===== src/rtl/core/ed_pkg.sv =====
`timescale 1ns / 1ps

package ed_pkg;

    // Transaction field widths
    localparam int KIND_W = 2;
    localparam int SYM_W  = 8;
    localparam int DIST_W = 7;

    // Transaction kinds
    localparam logic [KIND_W-1:0] KIND_TARGET = 2'd0;
    localparam logic [KIND_W-1:0] KIND_SOURCE = 2'd1;
    localparam logic [KIND_W-1:0] KIND_END    = 2'd2;

    // Microprogram geometry
    localparam int UPC_W = 4;

    // Jump conditions
    localparam logic [3:0] C_ALWAYS   = 4'd0;
    localparam logic [3:0] C_NO_START = 4'd1;
    localparam logic [3:0] C_KIND0    = 4'd2;
    localparam logic [3:0] C_KIND1    = 4'd3;
    localparam logic [3:0] C_KIND2    = 4'd4;
    localparam logic [3:0] C_TFULL    = 4'd5;
    localparam logic [3:0] C_SFULL    = 4'd6;
    localparam logic [3:0] C_TZERO    = 4'd7;
    localparam logic [3:0] C_J_MORE   = 4'd8;

    // Read address selects
    localparam logic [1:0] RD_J      = 2'd0;
    localparam logic [1:0] RD_J_NEXT = 2'd1;
    localparam logic [1:0] RD_TLEN   = 2'd2;

    // Step addresses
    localparam logic [UPC_W-1:0] ST_IDLE  = 4'd0;
    localparam logic [UPC_W-1:0] ST_DISP0 = 4'd1;
    localparam logic [UPC_W-1:0] ST_DISP1 = 4'd2;
    localparam logic [UPC_W-1:0] ST_DISP2 = 4'd3;
    localparam logic [UPC_W-1:0] ST_DROP  = 4'd4;
    localparam logic [UPC_W-1:0] ST_OVF   = 4'd5;
    localparam logic [UPC_W-1:0] ST_T0    = 4'd6;
    localparam logic [UPC_W-1:0] ST_T1    = 4'd7;
    localparam logic [UPC_W-1:0] ST_S0    = 4'd8;
    localparam logic [UPC_W-1:0] ST_S1    = 4'd9;
    localparam logic [UPC_W-1:0] ST_S2    = 4'd10;
    localparam logic [UPC_W-1:0] ST_CELL  = 4'd11;
    localparam logic [UPC_W-1:0] ST_SDONE = 4'd12;
    localparam logic [UPC_W-1:0] ST_E0    = 4'd13;
    localparam logic [UPC_W-1:0] ST_E1    = 4'd14;
    localparam logic [UPC_W-1:0] ST_SPARE = 4'd15;

    typedef struct packed {
        logic [3:0]       cond;
        logic [UPC_W-1:0] target;
        logic [1:0]       rd_sel;
        logic             ld_tgt;
        logic             src_init;
        logic             cell_en;
        logic             set_ovf;
        logic             emit;
    } ctrl_t;

    typedef struct packed {
        logic kind0;
        logic kind1;
        logic kind2;
        logic tfull;
        logic sfull;
        logic tzero;
        logic jmore;
    } status_t;

    // Control store: one word per step; a false condition falls through to the next step
    function automatic ctrl_t ed_rom(input logic [UPC_W-1:0] addr);
        ctrl_t w;
        w = '0;
        unique case (addr)
            ST_IDLE:  begin w.cond = C_NO_START; w.target = ST_IDLE;  end
            ST_DISP0: begin w.cond = C_KIND0;    w.target = ST_T0;    end
            ST_DISP1: begin w.cond = C_KIND1;    w.target = ST_S0;    end
            ST_DISP2: begin w.cond = C_KIND2;    w.target = ST_E0;    end
            ST_DROP:  begin w.cond = C_ALWAYS;   w.target = ST_IDLE;  end
            ST_OVF:
            begin
                w.cond    = C_ALWAYS;
                w.target  = ST_IDLE;
                w.set_ovf = 1'b1;
            end
            ST_T0:    begin w.cond = C_TFULL;    w.target = ST_OVF;   end
            ST_T1:
            begin
                w.cond   = C_ALWAYS;
                w.target = ST_IDLE;
                w.ld_tgt = 1'b1;
            end
            ST_S0:    begin w.cond = C_SFULL;    w.target = ST_OVF;   end
            ST_S1:
            begin
                w.cond     = C_TZERO;
                w.target   = ST_IDLE;
                w.src_init = 1'b1;
            end
            ST_S2:
            begin
                w.cond   = C_ALWAYS;
                w.target = ST_CELL;
                w.rd_sel = RD_J;
            end
            ST_CELL:
            begin
                w.cond    = C_J_MORE;
                w.target  = ST_CELL;
                w.rd_sel  = RD_J_NEXT;
                w.cell_en = 1'b1;
            end
            ST_SDONE: begin w.cond = C_ALWAYS;   w.target = ST_IDLE;  end
            ST_E0:
            begin
                w.cond   = C_ALWAYS;
                w.target = ST_E1;
                w.rd_sel = RD_TLEN;
            end
            ST_E1:
            begin
                w.cond   = C_ALWAYS;
                w.target = ST_IDLE;
                w.emit   = 1'b1;
            end
            ST_SPARE: begin w.cond = C_ALWAYS;   w.target = ST_IDLE;  end
            default:  begin w.cond = C_ALWAYS;   w.target = ST_IDLE;  end
        endcase
        return w;
    endfunction

endpackage


===== src/rtl/core/edit_distance_engine_unit.sv =====
`timescale 1ns / 1ps

// Levenshtein edit distance engine (unit cost insert / delete / substitute).
// Input: a transaction is taken at a rising edge with start high and busy low.
//   kind 0 loads one target byte, kind 1 feeds one source byte and updates
//   the DP row, kind 2 ends the pair and emits the distance, kind 3 is dropped.
// Output: distance and too_long are valid for exactly one cycle while done
//   is high; the receiver cannot hold results off, so sample on done.
// Steps per transaction, from accept until busy falls:
//   target byte DISP0, T0, T1; source byte DISP0, DISP1, S0, S1, S2, then
//   one CELL step per target byte and SDONE (S1 ends it on an empty target);
//   end DISP0, DISP1, DISP2, E0, E1 (done rises in the cycle busy falls);
//   overflow leaves T0 or S0 for OVF; kind 3 ends at DROP. Source cost is set
//   by the DP cell loop: one cell per cycle through a single row memory port.
// Bytes beyond MAX_LEN of either string are dropped and set too_long.
// Reset clears lengths, the overflow flag, row entry zero and the step
//   counter; the target and row memories need no clearing since only
//   entries written within the current pair are ever read.
// Control is a microprogram in a 16-word table stepping a small datapath.
module edit_distance_engine_unit #(
    parameter int MAX_LEN = 64
) (
    input  logic                      clk,
    input  logic                      rst_n,
    input  logic                      start,
    output logic                      busy,
    input  logic [ed_pkg::KIND_W-1:0] kind,
    input  logic [ed_pkg::SYM_W-1:0]  symbol,
    output logic                      done,
    output logic [ed_pkg::DIST_W-1:0] distance,
    output logic                      too_long
);
    import ed_pkg::*;

    ctrl_t   ctrl;
    status_t status;
    logic    accept;

    // Take the transaction only while the sequencer sits in its idle step
    assign accept = start & ~busy;

    ed_seq u_seq (
        .clk    (clk),
        .rst_n  (rst_n),
        .start  (start),
        .status (status),
        .ctrl   (ctrl),
        .busy   (busy)
    );

    ed_datapath #(
        .MAX_LEN (MAX_LEN)
    ) u_datapath (
        .clk      (clk),
        .rst_n    (rst_n),
        .accept   (accept),
        .kind     (kind),
        .symbol   (symbol),
        .ctrl     (ctrl),
        .status   (status),
        .distance (distance),
        .too_long (too_long),
        .done     (done)
    );

endmodule


===== src/rtl/core/ed_seq.sv =====
`timescale 1ns / 1ps

module ed_seq (
    input  logic            clk,
    input  logic            rst_n,
    input  logic            start,
    input  ed_pkg::status_t status,
    output ed_pkg::ctrl_t   ctrl,
    output logic            busy
);
    import ed_pkg::*;

    logic [UPC_W-1:0] upc_reg;
    logic [UPC_W-1:0] upc_next;
    logic             take;

    assign ctrl = ed_rom(upc_reg);
    assign busy = (upc_reg != ST_IDLE);

    always_comb
    begin
        unique case (ctrl.cond)
            C_ALWAYS:   take = 1'b1;
            C_NO_START: take = !start;
            C_KIND0:    take = status.kind0;
            C_KIND1:    take = status.kind1;
            C_KIND2:    take = status.kind2;
            C_TFULL:    take = status.tfull;
            C_SFULL:    take = status.sfull;
            C_TZERO:    take = status.tzero;
            C_J_MORE:   take = status.jmore;
            default:    take = 1'b1;
        endcase
        upc_next = take ? ctrl.target : upc_reg + UPC_W'(1);
    end

    always_ff @(posedge clk or negedge rst_n)
    begin
        if (!rst_n)
        begin
            upc_reg <= ST_IDLE;
        end
        else
        begin
            upc_reg <= upc_next;
        end
    end

endmodule


===== src/rtl/core/ed_datapath.sv =====
`timescale 1ns / 1ps

module ed_datapath #(
    parameter int MAX_LEN = 64
) (
    input  logic                      clk,
    input  logic                      rst_n,
    input  logic                      accept,
    input  logic [ed_pkg::KIND_W-1:0] kind,
    input  logic [ed_pkg::SYM_W-1:0]  symbol,
    input  ed_pkg::ctrl_t             ctrl,
    output ed_pkg::status_t           status,
    output logic [ed_pkg::DIST_W-1:0] distance,
    output logic                      too_long,
    output logic                      done
);
    import ed_pkg::*;

    localparam int LW = $clog2(MAX_LEN + 1);
    localparam int AW = (MAX_LEN > 1) ? $clog2(MAX_LEN) : 1;
    // Row entries never exceed twice the longest string
    localparam int CW = $clog2(2 * MAX_LEN + 1);

    logic [SYM_W-1:0]  tgt_mem [MAX_LEN];
    logic [CW-1:0]     row_mem [MAX_LEN];

    logic [KIND_W-1:0] kind_reg;
    logic [SYM_W-1:0]  symbol_reg;
    logic [LW-1:0]     tlen_reg;
    logic [LW-1:0]     slen_reg;
    logic              ovf_reg;
    logic [CW-1:0]     row0_reg;
    logic [CW-1:0]     diag_reg;
    logic [CW-1:0]     left_reg;
    logic [LW-1:0]     j_reg;
    logic [CW-1:0]     rd_row_reg;
    logic [SYM_W-1:0]  rd_tgt_reg;
    logic [DIST_W-1:0] distance_reg;
    logic              done_reg;

    logic [LW-1:0]     tlen_inc;
    logic [LW-1:0]     tlen_m1;
    logic [LW-1:0]     slen_inc;
    logic [LW-1:0]     j_m1;
    logic [AW-1:0]     rd_addr;
    logic [AW-1:0]     wr_addr;
    logic [CW-1:0]     wr_data;
    logic              row_we;
    logic [CW:0]       up_c;
    logic [CW:0]       left_c;
    logic [CW:0]       diag_c;
    logic [CW:0]       best_a;
    logic [CW:0]       best;
    logic [CW-1:0]     final_cost;
    logic [CW+DIST_W-1:0] final_wide;

    assign tlen_inc = tlen_reg + LW'(1);
    assign tlen_m1  = tlen_reg - LW'(1);
    assign slen_inc = slen_reg + LW'(1);
    assign j_m1     = j_reg - LW'(1);

    always_comb
    begin
        unique case (ctrl.rd_sel)
            RD_J:      rd_addr = j_m1[AW-1:0];
            RD_J_NEXT: rd_addr = j_reg[AW-1:0];
            RD_TLEN:   rd_addr = tlen_m1[AW-1:0];
            default:   rd_addr = '0;
        endcase
    end

    // One DP cell: min of deletion, insertion and substitution
    always_comb
    begin
        up_c   = {1'b0, rd_row_reg} + {{CW{1'b0}}, 1'b1};
        left_c = {1'b0, left_reg} + {{CW{1'b0}}, 1'b1};
        diag_c = {1'b0, diag_reg} + {{CW{1'b0}}, (rd_tgt_reg != symbol_reg)};
        best_a = (up_c < left_c) ? up_c : left_c;
        best   = (diag_c < best_a) ? diag_c : best_a;
    end

    always_comb
    begin
        row_we  = ctrl.ld_tgt | ctrl.cell_en;
        wr_addr = ctrl.cell_en ? j_m1[AW-1:0] : tlen_reg[AW-1:0];
        wr_data = ctrl.cell_en ? best[CW-1:0] : CW'(tlen_inc);
    end

    assign final_cost = (tlen_reg == '0) ? row0_reg : rd_row_reg;
    assign final_wide = {{DIST_W{1'b0}}, final_cost};

    always_comb
    begin
        status.kind0 = (kind_reg == KIND_TARGET);
        status.kind1 = (kind_reg == KIND_SOURCE);
        status.kind2 = (kind_reg == KIND_END);
        status.tfull = (tlen_reg == LW'(MAX_LEN));
        status.sfull = (slen_reg == LW'(MAX_LEN));
        status.tzero = (tlen_reg == '0);
        status.jmore = (j_reg != tlen_reg);
    end

    // Memories: one write and one registered read per cycle
    always_ff @(posedge clk)
    begin
        if (ctrl.ld_tgt)
        begin
            tgt_mem[tlen_reg[AW-1:0]] <= symbol_reg;
        end
        if (row_we)
        begin
            row_mem[wr_addr] <= wr_data;
        end
        rd_row_reg <= row_mem[rd_addr];
        rd_tgt_reg <= tgt_mem[rd_addr];
    end

    always_ff @(posedge clk)
    begin
        if (accept)
        begin
            kind_reg   <= kind;
            symbol_reg <= symbol;
        end
        if (ctrl.src_init)
        begin
            diag_reg <= row0_reg;
            left_reg <= CW'(slen_inc);
            j_reg    <= LW'(1);
        end
        else if (ctrl.cell_en)
        begin
            diag_reg <= rd_row_reg;
            left_reg <= best[CW-1:0];
            j_reg    <= j_reg + LW'(1);
        end
        if (ctrl.emit)
        begin
            distance_reg <= final_wide[DIST_W-1:0];
        end
    end

    always_ff @(posedge clk or negedge rst_n)
    begin
        if (!rst_n)
        begin
            tlen_reg <= '0;
            slen_reg <= '0;
            ovf_reg  <= 1'b0;
            row0_reg <= '0;
            done_reg <= 1'b0;
        end
        else
        begin
            done_reg <= ctrl.emit;
            if (ctrl.emit)
            begin
                tlen_reg <= '0;
                slen_reg <= '0;
                ovf_reg  <= 1'b0;
                row0_reg <= '0;
            end
            else
            begin
                if (ctrl.ld_tgt)
                begin
                    tlen_reg <= tlen_inc;
                end
                if (ctrl.src_init)
                begin
                    slen_reg <= slen_inc;
                    row0_reg <= CW'(slen_inc);
                end
                if (ctrl.set_ovf)
                begin
                    ovf_reg <= 1'b1;
                end
            end
        end
    end

    // too_long is sampled with the emitted distance, before the clear takes effect
    logic too_long_reg;

    always_ff @(posedge clk)
    begin
        if (ctrl.emit)
        begin
            too_long_reg <= ovf_reg;
        end
    end

    assign distance = distance_reg;
    assign too_long = too_long_reg;
    assign done     = done_reg;

endmodule


===== config.mk =====
export PLATFORM = sky130hd
export DESIGN_NAME = edit_distance_engine_unit
export DESIGN_NICKNAME = d
export VERILOG_FILES = /design/src/rtl/core/ed_pkg.sv /design/src/rtl/core/edit_distance_engine_unit.sv /design/src/rtl/core/ed_seq.sv /design/src/rtl/core/ed_datapath.sv
export SDC_FILE = /design/constraint.sdc
export NUM_CORES = 2
export LEC_CHECK = 0
export ABC_AREA = 1
export BUFFER_PORTS_ARGS = -buffer_cell sky130_fd_sc_hd__buf_2
export CORE_MARGIN = 2
export CORE_UTILIZATION = 50
export DETAILED_ROUTE_END_ITERATION = 8
export HOLD_SLACK_MARGIN = 0.06
export PLACE_DENSITY = 0.7
export SYNTH_ARGS = -nofsm -noshare
export SYNTH_HDL_FRONTEND = slang
export SYNTH_SLANG_ARGS = --single-unit
export TNS_END_PERCENT = 50

===== constraint.sdc =====
create_clock -name clk -period 9.2 [get_ports clk]
set_input_delay 1.84 -clock clk [delete_from_list [all_inputs] [get_ports clk]]
set_output_delay 1.84 -clock clk [all_outputs]
set_load 0.05 [all_outputs]

# After elaboration in Yosys (flattened, before gate mapping)
# Memory sizes are Yosys's and may differ from the RTL's. A register that Yosys moved wholly into a read port is not among the register bits.
# Cells that the tools add are included.
[classes]
n_addsub = 9
magnitude_cmp = 2
eq_ne = 31
muxes = 31
n_bitwise = 3
reduce_logical = 11
[op_table]
columns = ["op", "n"]
rows = [
  ["$pmux W8 S11", 1],
  ["$mux W7", 7],
  ["$mux W8", 6],
  ["$eq A4 B4 Y1 const B", 9],
  ["$eq A4 B3 Y1 const B", 8],
  ["$add A7 B1 Y7 const B", 3],
  ["$add A8 B1 Y9 const B", 2],
  ["$lt A9 B9 Y1", 2],
  ["$pmux W6 S3", 1],
  ["$eq A4 B2 Y1 const B", 4],
  ["$eq A7 B7 Y1 const B", 2],
  ["$sub A6 B1 Y6 const B", 2],
  ["$mux W1", 11],
  ["$add A8 B1 Y9", 1],
  ["$mux W9", 1],
  ["$eq A4 B1 Y1 const B", 2],
  ["$ne A8 B8 Y1", 1],
  ["$pmux W1 S8", 1],
  ["$reduce_bool A2 Y1", 4],
  ["$logic_not A7 Y1", 1],
  ["$ne A7 B7 Y1", 1],
  ["$mux W6", 1],
  ["$reduce_or A6 Y1", 1],
  ["$add A4 B1 Y4 const B", 1],
  ["other kinds (11)", 14],
]
[word_totals]
reg_bits = 69
ramBits = 1024
in_bits = 13
word_cells = 103
n_memories = 2
[memory_table]
columns = ["name", "words", "word_bits", "rd", "rd_clocked_by_memory_dff", "write_ports", "line", "rtl"]
rows = [
  ["u_datapath.row_mem", 64, 8, 1, 1, 1, "ed_datapath.sv:25", "logic [CW-1:0] row_mem [MAX_LEN];"],
  ["u_datapath.tgt_mem", 64, 8, 1, 1, 1, "ed_datapath.sv:24", "logic [SYM_W-1:0] tgt_mem [MAX_LEN];"],
]

# Depth between registers and ports, before layout
[logic_depth]
depth_word = 7
mapped_depth = 29
ltp_nobuf = 27

# By module
# Synthesis repeated with hierarchy kept, for this count alone.
[hier_totals]
cells_unflattened = 3596
area_unflattened_um2 = 46255.6
[modules_own_cells]
columns = ["mod", "instances", "cells_each", "area_per_inst_um2", "seq_area_each_um2"]
rows = [
  ["ed_datapath", 1, 3490, 45635.0, 32621.3],
  ["ed_seq", 1, 104, 610.6, 100.1],
  ["edit_distance_engine_unit", 1, 2, 10.0, 0.0],
]

# Least setup slack after synthesis
# OpenSTA, ideal clock, no wires.
[synth_timing]
kind = "flip-flop to flip-flop"
start = "reg u_datapath.symbol_reg[6]"
end = "mem u_datapath.row_mem[0][4] (netlist name) (data pin)"
arrival_time_ps = 5102
slack_ps = 3396
path_stages_with_launch = 19
path_buffers = 1
synth_period_minus_slack_ps = 5804
path_cell_list = "edfxtp_1 > xnor2_1 > nand2_1 > or4_1 > ha_1 > ha_1 > nand3_1 > xor2_1 > inv_1 > ha_1 > nand2_1 > nor2_1 > a211oi_1 > o221a_2 > clkbuf_1 > nand2_2 > nand2_1 > nand3_1 > o21ai_0"
[synth_between]
elab_chain_len = 5
[synth_lines]
columns = ["element", "line", "rtl"]
rows = [
  ["start, declared", "ed_datapath.sv:28", "logic [SYM_W-1:0] symbol_reg;"],
  ["start signal, assigned", "ed_datapath.sv:123", "symbol_reg <= symbol;"],
  ["$ne A8 B8 Y1 *", "ed_datapath.sv:77", "diag_c = {1'b0, diag_reg} + {{CW{1'b0}}, (rd_tgt_reg != symbol_reg)};"],
  ["$add A8 B1 Y9 *", "ed_datapath.sv:77", ""],
  ["$lt A9 B9 Y1", "ed_datapath.sv:79", "best = (diag_c < best_a) ? diag_c : best_a;"],
  ["$mux W8 *", "ed_datapath.sv:79", ""],
  ["$mux W8 *", "ed_datapath.sv:86", "wr_data = ctrl.cell_en ? best[CW-1:0] : CW'(tlen_inc);"],
  ["net u_datapath.wr_data[4]", "ed_datapath.sv:47", "logic [CW-1:0] wr_data;"],
  ["end, declared", "ed_datapath.sv:25", ""],
]
# Mark *: on every way through the listed nets, which the timed path passes. The rest lies on a longest branch.

# Worst setup path in the final report
[layout_timing]
start = "reg u_datapath.rd_row_reg[0], read port of u_datapath.row_mem"
end = "mem u_datapath.row_mem[44][1] (netlist name) (data pin)"
[layout_between]
elab_chain_len = 6
[layout_lines]
columns = ["element", "line", "rtl"]
rows = [
  ["start, declared", "ed_datapath.sv:36", "logic [CW-1:0] rd_row_reg;"],
  ["$add A8 B1 Y9 *", "ed_datapath.sv:75", "up_c = {1'b0, rd_row_reg} + {{CW{1'b0}}, 1'b1};"],
  ["$lt A9 B9 Y1", "ed_datapath.sv:78", "best_a = (up_c < left_c) ? up_c : left_c;"],
  ["$mux W9 *", "ed_datapath.sv:78", ""],
  ["$lt A9 B9 Y1", "ed_datapath.sv:79", ""],
  ["$mux W8 *", "ed_datapath.sv:79", ""],
  ["$mux W8 *", "ed_datapath.sv:86", ""],
  ["net u_datapath.wr_data[1]", "ed_datapath.sv:47", ""],
]
# Marked as above.

==> metrics.md <==
| Metric | Value |
|---|---|
| Max Slew Vio Count | 0 |
| Root cell of the clock tree | sky130_fd_sc_hd__clkbuf_16 |
| Final period demand of the worst path | ~5.2 ns |
| Die ar. | about 94000 um^2 |
| Part of the power in combinational logic | 39.9% |
| Least-Margin Pin Slew | about 1.1 ns |
| Sequential cell area | about 33000 um^2 |
| Synth area leader | sky130_fd_sc_hd__edfxtp_1 |
| Residual DRC | 0 |
| Post-DRT Antenna Nets | 0 |
| Netlist area before placement | 45800 um^2 |
| Clock transition at path regs | 0.07 ns |
| Net switching power figure | slightly below 7 mW |
| Half-perimeter wire length after detailed placement | around 61000 um |
| Master of the slowest instance on the critical path | sky130_fd_sc_hd__buf_4 |
| Portion of total power attributed to sequential cells | approximately a third |
| Initial DRC Count | 3329 |
| Most frequent cell on the critical path | sky130_fd_sc_hd__nand2_1 |
| Data arrival at the endpoint of the critical path | 5.59 ns |
| Number of setup violations in the final report | 0 |
| Routing usage on met1 | a little under a third |
| Final design instance area without fill | 50200 um^2 |
| RSZ-0062 raised after global routing | no |
| Fraction of registers with async set/reset | 1.82% |
| Layer with the highest usage | met2 |
| Met2 usage in global routing | a little under two fifths |
| Number of storage elements in the synthesis netlist | ~1100 |
| Post-CTS setup buffer count | 0 |
| Unique masters post-synth | 42 |
| Avg Vias per Cell | 5.85 |
| Count of vias placed by the detailed router | a little under 30000 |
| Wire length of the first global-routing pass | between 150000 and 200000 um |
| Num ports | 23 |
| Count of antenna diodes in the layout | 0 |
| Max Root-Sink Buffers | 3 |
| Total wire length | between 100000 and 150000 um |
| Number of enable-type register cells in the synthesized netlist | approximately 1100 |
| Cell count after placement | between 4000 and 5000 |
| Critical Path RT | 9.62 ns |
| RePlAce Congestion | 0.874 |
| Upper clock frequency limit | 193 MHz |
| Final Cycle Share | ~56% |
| Synthesized area divided by synthesized cell count | approximately 12 um^2 |
| Aggregate global-route resource usage | 22.8% |
| Ratio of total power to cell area | roughly 340 nW/um^2 |
| Most instantiated library cell after synthesis | sky130_fd_sc_hd__edfxtp_1 |
| Post-synth top area share | 69.2% |
| Total of cells resized after clock tree synthesis | 0 |
| Placed instance area | approximately 47000 um^2 |
| Core Footprint | around 91000 um^2 |
| Total gr overflow | 0 |
| CP startpoint kind | flop |
| Max Cap Violations | 0 |
| Run status | finished clean |
| Accumulated negative setup slack | 0 ns |
| Die Ht | 307 um |
| Maximum vdd drop | 0.000293 V |
| Total number of H-tree levels | 3 |
| Yosys warning total | 0 |
| Via count of the first global-routing pass | 27530 |
| Slowest cell delay on critical path | a little over 0.5 ns |
| Switching power share of the total | between 30 and 40% |
| Worst path top cell family by delay | simple AND/OR/NAND/NOR gates |
| Worst Path Buf+Inv | 6 |
| Top flip-flop cell by instance count after synthesis | sky130_fd_sc_hd__edfxtp_1 |
| Number of failing hold endpoints at the final stage | 0 |
| Sinks on Clock Net | ~1100 |
| Clock tree from TritonCTS | done |
| Largest net degree at the start of global routing | between 150 and 200 |
| Count of placed standard cells in the final layout, fillers left out | around 5000 |
| Ranking of synthesized cells by area | sky130_fd_sc_hd__edfxtp_1 (69%), sky130_fd_sc_hd__nor2_1 (7.8%), sky130_fd_sc_hd__o211ai_1 (4.2%) |
| Internal cell power | ~10 mW |
| Total iterations of the first detailed-routing run | 8 |
| Share of cells above drive strength 1 | approximately 6.6% |
| Antenna violations before repair | 0 |
| Global routing usage on met3 | under 10% |
| Syn_nets | 3847 |
| Initial core utilization | roughly half |
| Area occupied by multi-input gates | 11700 um^2 |
| Post-Syn Instances | roughly 3800 |
| Filler cells | about 7400 |
| Inserted Clock Buffers | roughly 110 |
| Width of the die | between 300 and 400 um |
| Routed WL per cell | between 20 and 25 um |
| Cell row count | 111 |
| Clock network latency to the later pin of the worst-skew pair | between 0.6 and 0.7 ns |
| Total design power | between 15 and 20 mW |
| Top cell types by occurrence after synthesis | sky130_fd_sc_hd__edfxtp_1 (1057), sky130_fd_sc_hd__nor2_1 (949), sky130_fd_sc_hd__o21ai_0 (333) |
| Max-slew headroom at the worst pin | a little over a quarter |
| P_leak | 16.9 nW |
| Worst Setup End Kind | flop |
| Class of the worst hold path | reg -> reg |
| Critical path peak fanout | 42 |
| Area added between synthesis and finish | 9.45% |
| Clock tree skew after final layout | roughly 0.026 ns |
| Fraction of the core area covered by cells at the end of the flow | 55.0% |
| PortBufs | 22 |
| Number of nets in the layout | roughly 3800 |
| Power share of the clock group | about 25% |
| Share of the yosys chip area belonging to registers | 71.4% |
| Kind of critical path | reg -> reg |
| Hold bufs inserted after CTS | 0 |
==> routing by layer <==
metal / part of all wire, % / vias up / routed length (um)
li1: - / 13710 / -
met1: 41 / 14247 / 44600
met2: 48 / 1149 / 52500
met3: 7.1 / 245 / 7690
met4: 3.5 / 0 / 3810
met5: 0 / - / 0
==> layout make-up <==
| type | instances | area share (%) |
|---|---|---|
| tap | 1186 | 2.96 |
| timing repair buffer | 67 | 0.918 |
| clock inverter | 54 | 1.08 |
| inverter | 89 | 0.693 |
| multi-input combinational | 2377 | 23.4 |
| sequential | 1101 | 65.2 |
| clock buffer | 142 | 5.76 |
==> path summary, 6_finish.rpt <==
| check | cells after the start | slack [ns] | from | to |
|---|---|---|---|---|
| worst max-delay path | 27 | 4.03 | u_datapath.rd_row_reg[0]$_DFF_P_ | u_datapath.row_mem[44][1]$_DFFE_PP_ |
| worst min-delay path | 0 | 0.46 | u_datapath.ovf_reg$_DFFE_PN0P_ | u_datapath.too_long$_DFFE_PP_ |
| worst max register to register | 27 | 4.03 | u_datapath.rd_row_reg[0]$_DFF_P_ | u_datapath.row_mem[44][1]$_DFFE_PP_ |
| worst min register to register | 0 | 0.46 | u_datapath.ovf_reg$_DFFE_PN0P_ | u_datapath.too_long$_DFFE_PP_ |
| max in group asynchronous | 1 | 7.76 | rst_n | u_datapath.tlen_reg[0]$_DFFE_PN0P_ |
| min in group asynchronous | 1 | 1.11 | rst_n | u_datapath.row0_reg[4]$_DFFE_PN0P_ |
==> cell usage in the layout, fill, tap and decap left out, drive strengths merged, types with 8 or more instances in the layout <==
| cell type | n |
|---|---|
| bufinv | 9 |
| clkbuf | 142 |
| inv | 90 |
| nor2 | 950 |
| o21ai | 577 |
| ha | 27 |
| dfrtp | 20 |
| o22ai | 8 |
| nor3 | 13 |
| clkinv | 40 |
| edfxtp | 1057 |
| a21oi | 16 |
| xnor2 | 15 |
| buf | 67 |
| nand2 | 181 |
| nand3 | 283 |
| dfxtp | 24 |
| nand4 | 14 |
| o211ai | 256 |
| xor2 | 21 |
==> cells by family after synthesis <==
family,count (synthesis),synth area share (%)
AOI/OAI and AO/OA,864,10.9
DFF,1101,71.4
adders and majority gates,27,0.737
and+or+nand+nor,1450,13.0
xor gates and xnor gates,36,0.688
buffers and inverters,329,3.26
==> power by group through the flow <==
stage	Clock (mW)	Combinational (mW)	Sequential [mW]
floorplan	0	4.82	6.12
global placement	0	6.71	6.10
detailed placement	0	6.79	6.10
CTS	4.34	6.81	5.99
global route	4.54	7.53	6.01
finish	4.30	6.83	6.00
==> through the flow <==
step,hold slack [ns],setup WS [ns]
6_report,0.456,4.03
5_1_grt,0.475,3.41
4_1_cts,0.460,4.04
3_5_place_dp,0.445,4.06
3_3_place_gp,0.449,4.13
2_1_floorplan,0.425,3.40
(Power assumes the default switching activity.)
